===== config.mk =====
export PLATFORM = sky130hd
export DESIGN_NAME = tcce_ctrl
export DESIGN_NICKNAME = d
export VERILOG_FILES = /design/src/rtl/core/tcce_pkg.sv /design/src/rtl/core/tcce_ctrl.sv
export SDC_FILE = /design/constraint.sdc
export NUM_CORES = 1
export LEC_CHECK = 0
export ABC_AREA = 1
export BUFFER_PORTS_ARGS = -buffer_cell sky130_fd_sc_hd__buf_4
export CAP_MARGIN = 20
export CORE_AREA = 2 2 39 41
export CTS_BUF_LIST = sky130_fd_sc_hd__clkbuf_8
export CTS_CLUSTER_DIAMETER = 150
export DETAILED_ROUTE_END_ITERATION = 16
export DIE_AREA = 0 0 41 43
export HOLD_SLACK_MARGIN = 0.08
export SYNTH_ARGS = -nofsm -noshare
export SYNTH_HDL_FRONTEND = slang
export SYNTH_SLANG_ARGS = --single-unit

===== constraint.sdc =====
create_clock -name clk_i -period 2.55 [get_ports clk_i]
set_clock_uncertainty 0.1 [all_clocks]
set_input_delay 0.1275 -clock clk_i [delete_from_list [all_inputs] [get_ports clk_i]]
set_output_delay 0.1275 -clock clk_i [all_outputs]
set_load 0.05 [all_outputs]

===== src/rtl/core/tcce_pkg.sv =====
`timescale 1ns / 1ps
// ----------------------------------------------------------------------------
// tcce_pkg
// shared types and constants of the text console character engine
// ----------------------------------------------------------------------------
package tcce_pkg;

  localparam int COLS   = 80;
  localparam int ROWS   = 25;
  localparam int CELLS  = COLS * ROWS;
  localparam int COL_W  = 7;
  localparam int ROW_W  = 5;
  localparam int ADDR_W = 11;
  localparam int CELL_W = 16;
  localparam int PADDR_W = 2;

  localparam logic [ADDR_W-1:0] LAST_CELL = ADDR_W'(CELLS - 1);
  localparam logic [ADDR_W-1:0] COPY_END  = ADDR_W'(CELLS - COLS);

  // character codes
  localparam logic [7:0] CH_BS    = 8'h08;
  localparam logic [7:0] CH_TAB   = 8'h09;
  localparam logic [7:0] CH_LF    = 8'h0A;
  localparam logic [7:0] CH_FF    = 8'h0C;
  localparam logic [7:0] CH_CR    = 8'h0D;
  localparam logic [7:0] CH_SPACE = 8'h20;
  localparam logic [7:0] CH_DEL_UP = 8'h80;

  localparam logic [7:0]        DEFAULT_ATTR = 8'h4F;
  localparam logic [CELL_W-1:0] RESET_CELL   = {DEFAULT_ATTR, CH_SPACE};

  // register byte addresses
  localparam logic [PADDR_W-1:0] ADDR_ATTR = 2'd0;

  // request codes
  localparam logic REQ_PUT  = 1'b0;
  localparam logic REQ_READ = 1'b1;

  typedef enum logic [1:0] {
    KIND_INIT   = 2'd0,
    KIND_FILL   = 2'd1,
    KIND_SCROLL = 2'd2
  } sweep_kind_e;

  typedef struct packed {
    logic              req_type;
    logic [7:0]        char_code;
    logic [ADDR_W-1:0] cell_index;
  } in_item_t;

  typedef struct packed {
    logic [COL_W-1:0]  cursor_col;
    logic [ROW_W-1:0]  cursor_row;
    logic [ADDR_W-1:0] cursor_location;
    logic [CELL_W-1:0] cell_data;
  } out_item_t;

  typedef struct packed {
    logic load_req;
    logic exec;
    logic sweep_en;
    logic load_out;
  } dp_cmd_t;

  typedef struct packed {
    logic is_read;
    logic need_sweep;
    logic sweep_last;
  } dp_sts_t;

endpackage


===== src/rtl/core/tcce_ctrl.sv =====
`timescale 1ns / 1ps
// ----------------------------------------------------------------------------
// tcce_ctrl
// sequencer for the console engine: init clear, execute, sweep, result
// ----------------------------------------------------------------------------
module tcce_ctrl (
  input  logic              clk_i,
  input  logic              rst_ni,
  input  logic              in_valid_i,
  output logic              in_stall_o,
  output logic              out_valid_o,
  input  logic              out_stall_i,
  input  tcce_pkg::dp_sts_t sts_i,
  output tcce_pkg::dp_cmd_t cmd_o
);
  import tcce_pkg::*;

  typedef enum logic [6:0] {
    ST_INIT     = 7'b0000001,
    ST_INIT_END = 7'b0000010,
    ST_IDLE     = 7'b0000100,
    ST_EXEC     = 7'b0001000,
    ST_SWEEP    = 7'b0010000,
    ST_FLUSH    = 7'b0100000,
    ST_DONE     = 7'b1000000
  } state_e;

  state_e state_q, state_d;
  logic   out_valid_q, out_valid_d;
  logic   accept;
  logic   out_free;

  assign accept   = in_valid_i && (state_q == ST_IDLE);
  assign out_free = !out_valid_q || !out_stall_i;

  always_comb begin
    state_d = state_q;
    case (state_q)
      ST_INIT:     if (sts_i.sweep_last) state_d = ST_INIT_END;
      ST_INIT_END: state_d = ST_IDLE;
      ST_IDLE:     if (accept) state_d = ST_EXEC;
      ST_EXEC:     state_d = (!sts_i.is_read && sts_i.need_sweep) ? ST_SWEEP : ST_DONE;
      ST_SWEEP:    if (sts_i.sweep_last) state_d = ST_FLUSH;
      ST_FLUSH:    state_d = ST_DONE;
      ST_DONE:     if (out_free) state_d = ST_IDLE;
      default:     state_d = ST_IDLE;
    endcase
  end

  always_comb begin
    cmd_o.load_req = accept;
    cmd_o.exec     = state_q == ST_EXEC;
    cmd_o.sweep_en = (state_q == ST_INIT) || (state_q == ST_SWEEP);
    cmd_o.load_out = (state_q == ST_DONE) && out_free;
  end

  assign out_valid_d = cmd_o.load_out || (out_valid_q && out_stall_i);

  always_ff @(posedge clk_i or negedge rst_ni) begin
    if (!rst_ni) begin
      state_q     <= ST_INIT;
      out_valid_q <= 1'b0;
    end else begin
      state_q     <= state_d;
      out_valid_q <= out_valid_d;
    end
  end

  assign in_stall_o  = state_q != ST_IDLE;
  assign out_valid_o = out_valid_q;

  a_result_from_done: assert property (@(posedge clk_i) disable iff (!rst_ni)
    $rose(out_valid_q) |-> $past(state_q == ST_DONE))
    else $error("result appeared without a finished item");

  a_accept_to_exec: assert property (@(posedge clk_i) disable iff (!rst_ni)
    accept |=> state_q == ST_EXEC)
    else $error("accepted item did not start execution");

  a_sweep_ends: assert property (@(posedge clk_i) disable iff (!rst_ni)
    (state_q == ST_SWEEP) && sts_i.sweep_last |=> state_q == ST_FLUSH)
    else $error("sweep did not end at the last cell");

  a_no_load_while_held: assert property (@(posedge clk_i) disable iff (!rst_ni)
    out_valid_q && out_stall_i |-> !cmd_o.load_out)
    else $error("result register overwritten while held");

endmodule


## Word-level counts from Yosys, hierarchy flattened

Index checks and enable logic that the tools add are counted.

- Eq/ne operators: 11
- Reduce and logical (&&, ||, !) cells: 11
- Muxes and demuxes: 6

Operators by type and width:

| operator | count |
|---|---|
| 7-bit case mux with 6 select lines | 1 |
| 7-bit two-way mux | 5 |
| 2-bit inequality test, second input constant | 4 |
| 7-bit by 1-bit == test with 1-bit output, second input constant | 1 |
| 7-bit by 3-bit == test with 1-bit output, second input constant | 1 |
| 7-bit by 4-bit == test with 1-bit output, second input constant | 1 |
| 7-bit by 5-bit == test with 1-bit output, second input constant | 1 |
| 7-bit by 6-bit == test with 1-bit output, second input constant | 1 |
| 7-bit == test, second input constant | 1 |
| 7-bit by 3-bit inequality test with 1-bit output, second input constant | 1 |
| 1-bit logical AND | 4 |
| 4-bit AND reduction | 1 |
| 1-bit logical NOT | 3 |
| 1-bit logical OR | 3 |

- Logic and storage cells: 30
- Register bits: 8

## Depth between registers and ports, before layout

- Depth in word-level cells: 4
- Gate-level depth with buffers: 9
- Depth with buffers taken out: 9

## Least setup slack after synthesis

OpenSTA, ideal clock, no wires.

- Path kind: flip-flop to output port
- From: reg state_q[1]
- To: out cmd_o[0] (netlist bit)
- Path slack: 0.895 ns
- Path buffers: 0
- Stages on the path, launching flop included: 6
- Data arrival time: 1.427 ns
- Cell sequence: dfrtp_1 nor2_2 nand2_2 inv_1 nand2_1 nor2_1

RTL lines:

| item | line | RTL |
|---|---|---|
| start, declared | tcce_ctrl.sv:28 | `state_e state_q, state_d;` |
| start signal, assigned | tcce_ctrl.sv:64 | `state_q <= state_d;` |
| end, declared | tcce_ctrl.sv:14 | `output tcce_pkg::dp_cmd_t cmd_o` |

==> impl_results.md <==
- Outcome: completed
- Slew Limit Headroom: 0.8015
- Layout cells sized above 1: 0.4096
- Mean Syn Cell Area: 7.449 sq um
- Number of synthesized flops with an enable pin: 0
- RSZ-0062 raised after global routing: false
- Netlist cell types: 16
- Clock Sinks: 8
- Final period utilization: 0.6326
- Worst skew pair latency: 230 ps
- Switching power: 0.0003091 W
- Gr usage total: 0.1417
- Layout Utilization: 0.4801
- Setup CP Type: reg -> out
- Nets: 91
- Vias: 428
- Routed WL per cell: 8.899 microns
- Placed inst area: 579.3 sq um
- Die H: 43 microns
- Clock power frac: 0.224
- Area leader, netlist: dfrtp_1
- First-pass GRT wire length: 1.559 mm
- Flops & latches, synth: 8
- Avg Vias per Cell: 4.323
- Maxcap violations: 0
- Synth Cell Area: 476.7 sq um
- Initial core utilization: 0.3445
- Syn Nets: 71
- Row cnt: 14
- HPWL Detailed: 755.9 microns
- Post-CTS Resized: 0
- Final Hold Viols: 0
- DP Worst Slack: 1169 ps
- Sequential cell area fraction in the yosys report: 0.4226
- TritonCTS Buffers: 3
- Initial antenna violation count: 0
- Max Root-Sink Buffers: 2
- DRC Markers: 0
- Clock root buffer: clkbuf_8
- Worst setup margin: 936.8 ps
- H-tree levels: 1
- Die W: 41 microns
- Detail Route Antenna Nets: 0
- CTS tree: done
- Sequential share of power: 0.255
- Area delta synth->final: 39.37%
- Crit path DAT: 1390 ps
- Yosys top cell area share: 0.3675
- Final Setup Violations: 0
- Syn Inst Count: 64
- Startpoint types: flip-flop
- Grt total ovfl: 0
- Tmin final: 1613 ps
- R2r startpoint: state_q[0]
- Comb pwr share: 0.521
- GPL Wtd Cong: 0.7169
- CP Data Required Time: 2320 ps
- DRT Pass-1 Iters: 2
- Critical Path Start: state_q[0]
- Port buffer count: 12
- Total negative slack: 0 ps
- Count leader, synth: nor2_1
- Max IR drop VDD: 0.5431 mV
- WHS: 89.74 ps
- Clk slew on worst S/H paths: 40 ps
- Slew @ Worst Pin: 297.2 ps
- Commonest cells post-synth: 11 x nor2_1, 10 x inv_1, 10 x nand2_1
- Worst R2R Setup Slack: 1210 ps
- Top cells by area, synth: dfrtp_1 37%, nor2_2 10%, nor2_1 8.7%, inv_1 7.9%, nand2_1 7.9%
- FMAX: 619.9 MHz
- Type of the worst min-delay path: in -> reg
- Vias in the first global route: 413
- Final Instance Area: 664.4 sq um
- Hold Path Origin: in_valid_i
- Antenna diode instance count: 0
- Ports: 13
- Pint: 0.0003745 W
- YS warnings: 0
- P per Cell Area: 1029 nW/um^2
- Max-slew violations: 0
- Iter 0 DRT Violations: 8
- Asr flop ratio synth: 1.000
- Leakage power total: 0.3733 nW
- Core area: 1384 sq um
- Crit end category: primary output
- Routed wire length: 881 microns
- Net Sw Frac: 0.4521
- Die area: 1763 sq um
- CP Max Fanout: 2
- Largest net degree at the start of global routing: 9
- Ys flop type: dfrtp_1
[layout make-up]
type                    count  area, sq um
clock buffers               3        41.29
clock inverters             1        3.754
fillers                   142        719.4
inverters                  14        52.55
multi-input cells          41        215.2
flip-flops and latches      8        201.4
well taps                  16        20.02
repair buffers             16        130.1
[per-stage QoR]
step | std cells | total power (W)
after CTS | 99 | 0.0006933
after floorplan | 64 | 0.0004541
final | 99 | 0.0006836
after detailed placement | 91 | 0.0005303
after global placement | 91 | 0.0005310
after global routing | 99 | 0.0007330
[cell usage in the layout (no fill, tap or decap)]
master / instances
buf_4: 12
inv_1: 11
nor2_1: 11
nand2_1: 10
nor2_2: 8
dfrtp_1: 7
inv_2: 4
dlygate4sd3_1: 4
nand2_2: 3
clkbuf_8: 3
nand3_1: 2
nand3_2: 2
nor2_4: 1
nor3b_1: 1
o21ai_0: 1
nand4_1: 1
o211ai_1: 1
dfstp_2: 1
[critical path, cell delays in order (launching register included)]
cell	delay [ps]
dfstp_2	530
inv_1	40
nor2_1	70
nand2_1	60
nor2_2	130
nor2_2	60
inv_1	70
buf_4	190
[sequential cells by signal, summed over array words and instances (netlist names)]
| name | cells |
|---|---|
| state_q | 7 |
| out_valid_o | 1 |
[path summary, 6_finish.rpt]
| kind | cells past startpoint | end |
|---|---|---|
| min | 4 | state_q[2] |
| min in group asynchronous | 2 | state_q[6] |
| min reg2reg | 2 | out_valid_o |
| max reg2reg | 9 | state_q[3] |
| max | 7 | cmd_o[1] |
| max in group asynchronous | 2 | state_q[0] |
[kinds of logic after synthesis]
| family | synth area share |
|---|---|
| simple gates | 0.4252 |
| buf+inv | 0.1260 |
| flops | 0.4226 |
| compound gates | 0.02624 |
[routing by layer]
metal / part of all wire / wire length, microns / GRT usage / vias to the layer above
li1: - / - / - / 226
met1: 0.43 / 377 / 0.1689 / 188
met2: 0.49 / 432 / 0.2031 / 11
met3: 0.044 / 39 / 0.01571 / 3
met4: 0.035 / 31 / 0.1400 / 0
met5: 0 / 0 / 0 / -
[power by group through the flow]
stage	clock network [W]	registers [W]	logic, W
2_1_floorplan	0	0.000188	0.000267
3_3_place_gp	0	0.000175	0.000356
3_5_place_dp	0	0.000176	0.000354
4_1_cts	0.000158	0.000175	0.000360
5_1_grt	0.000167	0.000178	0.000388
6_report	0.000153	0.000174	0.000356
[what timing repair did]
action | CTS | global route
hold endpoints to repair | 11 | 0
hold buffers | 4 | 0
setup buffers | 0 | 0
Power figures use the tool's default switching activity.
